## config.mk

```make
export PLATFORM = sky130hd
export DESIGN_NAME = compacting_id_set_unit
export DESIGN_NICKNAME = d
export VERILOG_FILES = /design/src/rtl/core/cis_pkg.sv /design/src/rtl/core/cis_cell.sv /design/src/rtl/core/compacting_id_set_unit.sv
export SDC_FILE = /design/constraint.sdc
export NUM_CORES = 1
export LEC_CHECK = 0
export BUFFER_PORTS_ARGS = -buffer_cell sky130_fd_sc_hd__clkbuf_2
export CAP_MARGIN = 20
export CORE_ASPECT_RATIO = 0.9
export CORE_MARGIN = 2
export CORE_UTILIZATION = 33
export CTS_BUF_LIST = sky130_fd_sc_hd__clkbuf_16
export DETAILED_ROUTE_END_ITERATION = 8
export MAX_ROUTING_LAYER = met4
export PLACE_DENSITY = 0.46
export SYNTH_ARGS = -nofsm -noshare
export SYNTH_HDL_FRONTEND = slang
export SYNTH_SLANG_ARGS = --single-unit
```

## constraint.sdc

```tcl
create_clock -name clock -period 7.6 [get_ports clock]
set_input_delay 1.52 -clock clock [delete_from_list [all_inputs] [get_ports clock]]
set_output_delay 1.52 -clock clock [all_outputs]
set_load 0.01 [all_outputs]
```

## src/rtl/core/cis_pkg.sv

```systemverilog
package cis_pkg;

   // Sizing
   localparam int CAPACITY = 16;
   localparam int ID_WIDTH = 32;
   localparam int IDX_W    = (CAPACITY > 1) ? $clog2(CAPACITY) : 1;
   localparam int CNT_W    = $clog2(CAPACITY + 1);

   // Command codes
   typedef enum logic [1:0] {
      CMD_ADD    = 2'd0,
      CMD_DELETE = 2'd1,
      CMD_LOOKUP = 2'd2
   } cmd_type;

   // Request payload
   typedef struct packed {
      logic [1:0]          cmd;
      logic [ID_WIDTH-1:0] ident;
   } req_type;

   // Response payload
   typedef struct packed {
      logic             status;
      logic             found;
      logic [CNT_W-1:0] count;
      logic             is_empty;
      logic             is_full;
   } rsp_type;

   // Write controls broadcast to every cell
   typedef struct packed {
      logic add_en;
      logic del_en;
   } cell_ctrl_type;

endpackage

```

## src/rtl/core/cis_cell.sv

```systemverilog
module cis_cell (
   input  logic                            clock,
   input  cis_pkg::cell_ctrl_type          ctrl,
   input  logic [cis_pkg::ID_WIDTH-1:0]    ident,
   input  logic [cis_pkg::IDX_W-1:0]       idx,
   input  logic [cis_pkg::CNT_W-1:0]       count,
   input  logic                            hit_in,
   output logic                            hit_out,
   input  logic [cis_pkg::ID_WIDTH-1:0]    next_entry,
   output logic [cis_pkg::ID_WIDTH-1:0]    entry
);

   logic [cis_pkg::ID_WIDTH-1:0] entry_ff;
   logic [cis_pkg::ID_WIDTH-1:0] entry_in;
   logic [cis_pkg::CNT_W-1:0]    my_pos;
   logic                         occupied;
   logic                         hit;

   assign my_pos   = cis_pkg::CNT_W'(idx);
   assign occupied = (my_pos < count);

   // Match chain: only occupied cells take part
   assign hit     = occupied && (entry_ff == ident);
   assign hit_out = hit_in | hit;

   // Append lands in the first free cell; delete pulls from the right
   // neighbor in every cell at or after the first match
   always_comb begin
      entry_in = entry_ff;
      if (ctrl.add_en && (my_pos == count)) begin
         entry_in = ident;
      end else if (ctrl.del_en && hit_out) begin
         entry_in = next_entry;
      end
   end

   always_ff @(posedge clock) begin
      entry_ff <= entry_in;
   end

   assign entry = entry_ff;

endmodule

```

## src/rtl/core/compacting_id_set_unit.sv

```systemverilog
// Compacting identifier set: holds up to CAPACITY identifiers in a row of
// cells, oldest first, with no gaps. Add appends at the end (duplicates are
// kept), delete drops the first match and the later cells each move one
// place toward the front, lookup reports membership. Every command goes
// through the cell row and gives exactly one response, registered at the
// output; a new command is taken every cycle unless a response is held
// by rsp_stall. The null marker register (reset all ones) is written over
// the csr port, which is always ready, and should change only while idle.
module compacting_id_set_unit (
   input  logic                          clock,
   input  logic                          reset,
   // Command channel
   input  logic                          req_valid,
   output logic                          req_stall,
   input  cis_pkg::req_type              req_data,
   // Response channel
   output logic                          rsp_valid,
   input  logic                          rsp_stall,
   output cis_pkg::rsp_type              rsp_data,
   // Null marker write
   input  logic                          csr_valid,
   output logic                          csr_ready,
   input  logic [cis_pkg::ID_WIDTH-1:0]  csr_data
);

   logic [cis_pkg::CNT_W-1:0]    count_ff;
   logic [cis_pkg::CNT_W-1:0]    count_in;
   logic [cis_pkg::ID_WIDTH-1:0] null_ff;
   logic                         rsp_valid_ff;
   logic                         rsp_valid_in;
   cis_pkg::rsp_type             rsp_ff;
   cis_pkg::rsp_type             rsp_in;

   logic                         take;
   logic                         is_null;
   logic                         is_full_now;
   logic                         any_hit;
   cis_pkg::cell_ctrl_type       ctrl;
   logic                         status;
   logic                         found;

   logic [cis_pkg::CAPACITY:0]   hit_chain;
   logic [cis_pkg::ID_WIDTH-1:0] entry_row [cis_pkg::CAPACITY];

   // Handshakes
   assign req_stall = rsp_valid_ff & rsp_stall;
   assign take      = req_valid & ~req_stall;
   assign csr_ready = 1'b1;

   assign is_null     = (req_data.ident == null_ff);
   assign is_full_now = (count_ff == cis_pkg::CNT_W'(cis_pkg::CAPACITY));
   assign any_hit     = hit_chain[cis_pkg::CAPACITY];

   // Command decode
   always_comb begin
      ctrl.add_en = 1'b0;
      ctrl.del_en = 1'b0;
      status      = 1'b1;
      found       = 1'b0;
      unique case (req_data.cmd)
         cis_pkg::CMD_ADD: begin
            status      = is_null | is_full_now;
            ctrl.add_en = take & ~is_null & ~is_full_now;
         end
         cis_pkg::CMD_DELETE: begin
            status      = is_null | ~any_hit;
            ctrl.del_en = take & ~is_null & any_hit;
         end
         cis_pkg::CMD_LOOKUP: begin
            status = 1'b0;
            found  = any_hit;
         end
         default: begin
            status = 1'b1;
         end
      endcase
   end

   // Cell row
   assign hit_chain[0] = 1'b0;

   for (genvar i = 0; i < cis_pkg::CAPACITY; i++) begin : g_cell
      logic [cis_pkg::ID_WIDTH-1:0] next_entry;

      if (i == cis_pkg::CAPACITY - 1) begin : g_last
         assign next_entry = entry_row[i];
      end else begin : g_mid
         assign next_entry = entry_row[i+1];
      end

      cis_cell u_cell (
         .clock      (clock),
         .ctrl       (ctrl),
         .ident      (req_data.ident),
         .idx        (cis_pkg::IDX_W'(i)),
         .count      (count_ff),
         .hit_in     (hit_chain[i]),
         .hit_out    (hit_chain[i+1]),
         .next_entry (next_entry),
         .entry      (entry_row[i])
      );
   end

   // Count and response
   always_comb begin
      count_in = count_ff;
      if (ctrl.add_en) begin
         count_in = count_ff + cis_pkg::CNT_W'(1);
      end else if (ctrl.del_en) begin
         count_in = count_ff - cis_pkg::CNT_W'(1);
      end

      rsp_in          = rsp_ff;
      rsp_in.status   = status;
      rsp_in.found    = found;
      rsp_in.count    = count_in;
      rsp_in.is_empty = (count_in == '0);
      rsp_in.is_full  = (count_in == cis_pkg::CNT_W'(cis_pkg::CAPACITY));

      rsp_valid_in = rsp_valid_ff & rsp_stall;
      if (take) begin
         rsp_valid_in = 1'b1;
      end
   end

   always_ff @(posedge clock) begin
      if (reset) begin
         count_ff     <= '0;
         null_ff      <= '1;
         rsp_valid_ff <= 1'b0;
      end else begin
         count_ff     <= count_in;
         rsp_valid_ff <= rsp_valid_in;
         if (csr_valid && csr_ready) begin
            null_ff <= csr_data;
         end
      end
   end

   // Payload holds while stalled
   always_ff @(posedge clock) begin
      if (take) begin
         rsp_ff <= rsp_in;
      end
   end

   assign rsp_valid = rsp_valid_ff;
   assign rsp_data  = rsp_ff;

endmodule
```

Yosys cells after proc, flatten, opt, wreduce, memory -nomap -nowiden
Cells that the tools add are included.
{ "op_classes": {"n_eq_ne": 36, "muxes": 36, "div": 0, "n_shift": 0, "multipliers": 0, "order_cmp": 16, "bitwise": 26, "n_addsub": 2, "reduce_logical": 65} }
{ "op_table": {"columns": ["cell", "n"], "rows": [
  ["32-bit two-way mux", 30],
  ["32-bit equality test", 17],
  ["1-bit logical AND", 47],
  ["4-bit by 5-bit equality test with 1-bit output, first input constant", 8],
  ["4-bit by 5-bit less-than comparator with 1-bit output, first input constant", 8],
  ["2-bit nonzero test", 15],
  ["3-bit by 5-bit equality test with 1-bit output, first input constant", 4],
  ["3-bit by 5-bit less-than comparator with 1-bit output, first input constant", 4],
  ["1-bit OR", 17],
  ["2-bit by 5-bit equality test with 1-bit output, first input constant", 2],
  ["5-bit equality test, second input constant", 2],
  ["5-bit logical NOT", 2],
  ["1-bit by 5-bit less-than comparator with 1-bit output, first input constant", 2],
  ["2-bit by 5-bit less-than comparator with 1-bit output, first input constant", 2],
  ["5-bit two-way mux", 2],
  ["5-bit by 1-bit adder with 5-bit output, second input constant", 1],
  ["1-bit AND", 5],
  ["1-bit by 5-bit equality test with 1-bit output, first input constant", 1],
  ["5-bit by 1-bit subtractor with 5-bit output, second input constant", 1],
  ["1-bit inverter", 4],
  ["1-bit two-way mux", 3],
  ["1-bit one-hot mux with 3 select lines", 1],
  ["2-bit by 1-bit equality test with 1-bit output, second input constant", 1],
  ["2-bit equality test, second input constant", 1],
  ["2-bit logical NOT", 1]
]} }
{ "totals": {"elab_cells": 205, "regBits": 559, "ram_bits": 0, "memories": 0, "input_bits": 71, "latch_bits": 0, "rom_bits": 0} }

Depth between registers and ports, before layout
{ "depth": {"word_depth": 22, "ltp_mapped": 14, "depth_no_buf": 11} }

Modules after synthesis
Synthesis repeated with hierarchy kept, for this count alone.
{ "hier_totals": {"hier_cells": 2314, "hier_area_um2": 31848.0} }
{ "modules_own_cells": {"columns": ["module", "area_each_um2", "cells_each", "instances"], "rows": [
  ["cis_cell", 1839.3, 130, 16],
  ["compacting_id_set_unit", 2419.8, 234, 1]
]} }

Worst setup path before layout
Ideal clock, no wire load.
{ "synth_timing": {"kind": "input port to flip-flop", "start": "in req_data[17] (netlist name)", "end": "reg g_cell[12].u_cell.entry_ff, in the netlist g_cell[12].u_cell.entry[0], enable pin", "setup_ns": 0.466, "setup_slack_ns": 1.214, "arrival_ns": 5.920, "cell_stages": 10, "path_cell_list": "buf_2 -> xor2_1 -> or3_1 -> or4_1 -> or4_1 -> nand4b_2 -> nor4bb_4 -> nand2b_1 -> buf_2 -> o21ai_0"} }
{ "synth_via": {"elab_chain_len": 21} }
{ "synth_lines": {"columns": ["item", "line_no", "source"], "rows": [
  ["start, declared", "compacting_id_set_unit.sv:15", "input cis_pkg::req_type req_data,"],
  ["32-bit equality test", "cis_cell.sv:23", "assign hit = occupied && (entry_ff == ident);"],
  ["1-bit logical AND", "cis_cell.sv:23", null],
  ["1-bit OR (15 in series)", "cis_cell.sv:24", "assign hit_out = hit_in | hit;"],
  ["1-bit AND", "compacting_id_set_unit.sv:67", "ctrl.del_en = take & ~is_null & any_hit;"],
  ["1-bit two-way mux", "compacting_id_set_unit.sv:60", "unique case (req_data.cmd)"],
  ["1-bit logical AND", "cis_cell.sv:32", "end else if (ctrl.del_en && hit_out) begin"],
  ["2-bit nonzero test (no source line) *", null, null],
  ["end signal, assigned", "cis_cell.sv:38", "entry_ff <= entry_in;"],
  ["end, declared", "cis_cell.sv:13", "logic [cis_pkg::ID_WIDTH-1:0] entry_ff;"]
]} }
Mark *: on every way between the ends. The rest lies on a longest branch, timed or not.
A chain may end at the register's enable or synchronous reset.

Worst setup path in the final report
{ "layout_timing": {"start": "in req_data[2] (netlist name)", "end": "reg g_cell[5].u_cell.entry_ff, in the netlist g_cell[5].u_cell.entry[5], enable pin"} }
{ "layout_via": {"elab_chain_len": 21} }
{ "layout_lines": {"columns": ["item", "line_no"], "rows": [
  ["32-bit equality test", "cis_cell.sv:23"],
  ["1-bit logical AND", "cis_cell.sv:23"],
  ["1-bit OR (15 in series)", "cis_cell.sv:24"],
  ["1-bit AND", "compacting_id_set_unit.sv:67"],
  ["1-bit two-way mux", "compacting_id_set_unit.sv:60"],
  ["1-bit logical AND", "cis_cell.sv:32"],
  ["2-bit nonzero test (no source line) *", null],
  ["end signal, assigned", "cis_cell.sv:38"],
  ["end, declared", "cis_cell.sv:13"]
]} }
Marked as above.

==> out/metrics.cfg <==
[global_routing]
grt_max_degree = 65
grt_pass1_vias = 21100
antenna_found_initial = 6
grt-ovfl-total = 0
grt_pass1_wl_um = 163000
grt_usage_pct = 23.9

[cts]
cts_buffers = 67
ctsResizeCount = 0
post-cts-setup-buffers = 0
cts_root_buf = clkbuf_16
cts_hold_buffers = 0
cts_tree = done
cts.path.max_buffers = 3
clk_latency_ps = 630
htree_levels = 3
clk_pin_slew_ps = 60
cts_num_sinks = 559

[pwr]
power.density_nw_per_um2 = 199
leakagePower_nw = 11.7
p_seq_share_pct = 47.6
switching_share_pct = 24.7
peakVddDrop_mv = 0.143
clock_power_share_pct = 44.1
comb_power_share_pct = 8.3
p_int_mw = 5.33
power_switching_mw = 1.75

[setup_path]
worstPathArrival_ps = 6260
crit_start = req_data[2]
max_stage_delay_ps = 950
crit_chain = clkbuf_2, buf_4, xor2_1, nor3_1, and3_1, and4_1, or4_4, nor4bb_4, nand2b_1, o21bai_2, buf_4
path_buf_inv = 3
crit_top_cell = buf_4
reg2reg_slack_ps = 2500
worstPathRequired_ps = 7920
crit_path_start_kind = primary input
cp_max_fo = 32
worstSetupEndpointType = flop
critical_path.top_delay_family = simple AND/OR/NAND/NOR gates
worstReg2RegStart = count_ff[1]
crit_type = in -> reg
cp_slowest_cell = nand2b_1

[synth]
yosysWarnings = 0
muxShareOfSynthArea_pct = 16.2
synth_cell_types = 66
synth-simple-area-share_pct = 10.3
yosysMostFrequentCell = edfxtp_1
synthArstFlopShare_pct = 0
synth_ff_type = edfxtp_1
syn_avg_cell_area_um2 = 13.0
synth_top_family_by_area = multiplexers
syn-num-nets = 2506
yosys.area.top_type = edfxtp_1
ys_seq_area_share_pct = 51.8
synthTopCellsByArea = edfxtp_1, mux2_2, xnor2_1, xor2_1, nor4_1
syn-instance-count = 2430
synth_compound_area_share_pct = 2.38
synthesis.area_um2 = 31700
synth_top_area_share_pct = 49.4
synthTopCellsByCount = edfxtp_1, mux2_2, xnor2_1
synth-edff-count = 521
yosys.area_share.adder_pct = 0.197
ys_seq_elements = 559
synth_xor_area_share_pct = 15.1

[drt]
detail_route.wl_per_cell_um = 30.5
via_per_inst = 5.55
num_vias = 21000
ant_nets = 0
drt_iter0_markers = 2187
drtPass1Iterations = 5
drc = 0
wirelength_um = 116000

[sta]
drv_slew = 0
worst_pin_slew_ps = 1150
hold_viol = 0
setup_viol = 0
period_share_pct = 78.1
rsz0062_at_grt = false
setup_slack_ps = 1660
skew_ps = 32.5
slew_headroom_pct = 23.6
period_minus_slack_ps = 5940
max_freq_mhz = 168
finalSetupTns_ps = 0

[floorplan]
fp-row-count = 107
dieArea_um2 = 98500
pin_count = 83
fp.dieW_um = 331
start_util_pct = 33.4
die_h_um = 298
core_area_um2 = 94900

[placed_design]
dp_slack_ps = 1230
dp_hpwl_um = 82700
numPortBuffers = 81
gp_congestion = 0.951

[cells_and_area]
antennaDiodeCount = 0
area_growth_syn_to_layout_pct = 12.1
nets = 2561
drive_above_1_share_pct = 30.1

[worst_hold_path]
hp-start = g_cell[1].u_cell.entry[15]
hp-class = reg -> reg

[run_status]
outcome = completed

[job]
maxCapViolations = 0

-- cells in the final DEF (no fill, tap or decap), types with 9 or more instances in the layout --
master | synthesis | routed
edfxtp_1 | 521 | 521
mux2_2 | 455 | 455
xnor2_1 | 276 | 276
xor2_1 | 270 | 270
nor4_1 | 123 | 121
nand4_1 | 116 | 116
buf_4 | 56 | 97
clkbuf_2 | 0 | 81
clkbuf_16 | 0 | 70
nand2_1 | 64 | 64
nor2b_1 | 48 | 46
nor2_1 | 40 | 39
dfxtp_1 | 38 | 38
nand3_1 | 38 | 37
a211o_1 | 33 | 33
inv_1 | 13 | 29
o21ai_0 | 38 | 28
nor3_1 | 22 | 22
or4_1 | 15 | 15
clkinv_1 | 0 | 13
clkinv_2 | 0 | 11
nand4b_1 | 10 | 10
or3_1 | 9 | 9
o21ai_2 | 0 | 9
buf_12 | 0 | 9
-- kinds of logic (layout without fill, tap and decap cells) --
| family | after synthesis | after routing |
|---|---|---|
| fa+ha+maj | 5 | 5 |
| simple gates | 543 | 543 |
| other cells | 1 | 1 |
| mux | 457 | 457 |
| compound gates | 104 | 104 |
| xor+xnor | 547 | 547 |
| buf+inv | 214 | 318 |
| flops | 559 | 559 |
-- power groups by stage --
stage | logic [mW] | clock network (mW) | registers, mW
4_1_cts | 0.584 | 3.20 | 3.37
3_5_place_dp | 0.581 | 0 | 3.43
5_1_grt | 0.620 | 3.30 | 3.37
2_1_floorplan | 0.362 | 0 | 3.42
3_3_place_gp | 0.582 | 0 | 3.43
6_report | 0.589 | 3.12 | 3.36
-- state kept, by name (all words and copies together) (netlist names) --
| signal | flops |
|---|---|
| rsp_data | 9 |
| count_ff | 5 |
| null_ff | 32 |
| g_cell.u_cell.entry | 512 |
| rsp_valid | 1 |
-- metrics by stage --
stage	power (mW)	std cells	util (%)	cell area [um2]	hold WS, ps
3_3_place_gp	4.01	3665	35.2	33400	564
5_1_grt	7.29	3787	37.4	35500	616
2_1_floorplan	3.79	2430	-	31700	543
6_report	7.07	3787	37.4	35500	580
3_5_place_dp	4.01	3666	35.2	33400	566
4_1_cts	7.15	3784	37.3	35400	580
-- worst register-to-register path, delay by kind of cell (launching register included) --
kind	cells	cell delay (ps)
AND/OR/NAND/NOR	7	3740
buffers and inverters	1	320
flip-flops	1	570
AO/OA/AOI/OAI	1	150
-- routing by layer --
metal	part of all wire, %	global-route usage, %	vias up
li1	-	-	9163
met1	46	33.9	10700
met2	45	35.6	892
met3	6.1	3.09	210
met4	3.2	6.85	0
met5	0	-	-
-- area by class of cell --
type                       instances  area, um2
multi-input combinational       1657      14100
clock inverter                    48        317
timing repair buffer             187       1310
inverter                          13       48.8
tap                             1253       1570
sequential                       559      16400
fill                            9056      59400
clock buffer                      70       1750
-- worst paths after layout --
kind,endpoint,cells after the start
setup / recovery,g_cell[5].u_cell.entry[5],11
hold / removal,g_cell[0].u_cell.entry[15],2
setup reg to reg,g_cell[5].u_cell.entry[5],9
hold reg to reg,g_cell[0].u_cell.entry[15],2
Power figures use the tool's default switching activity.
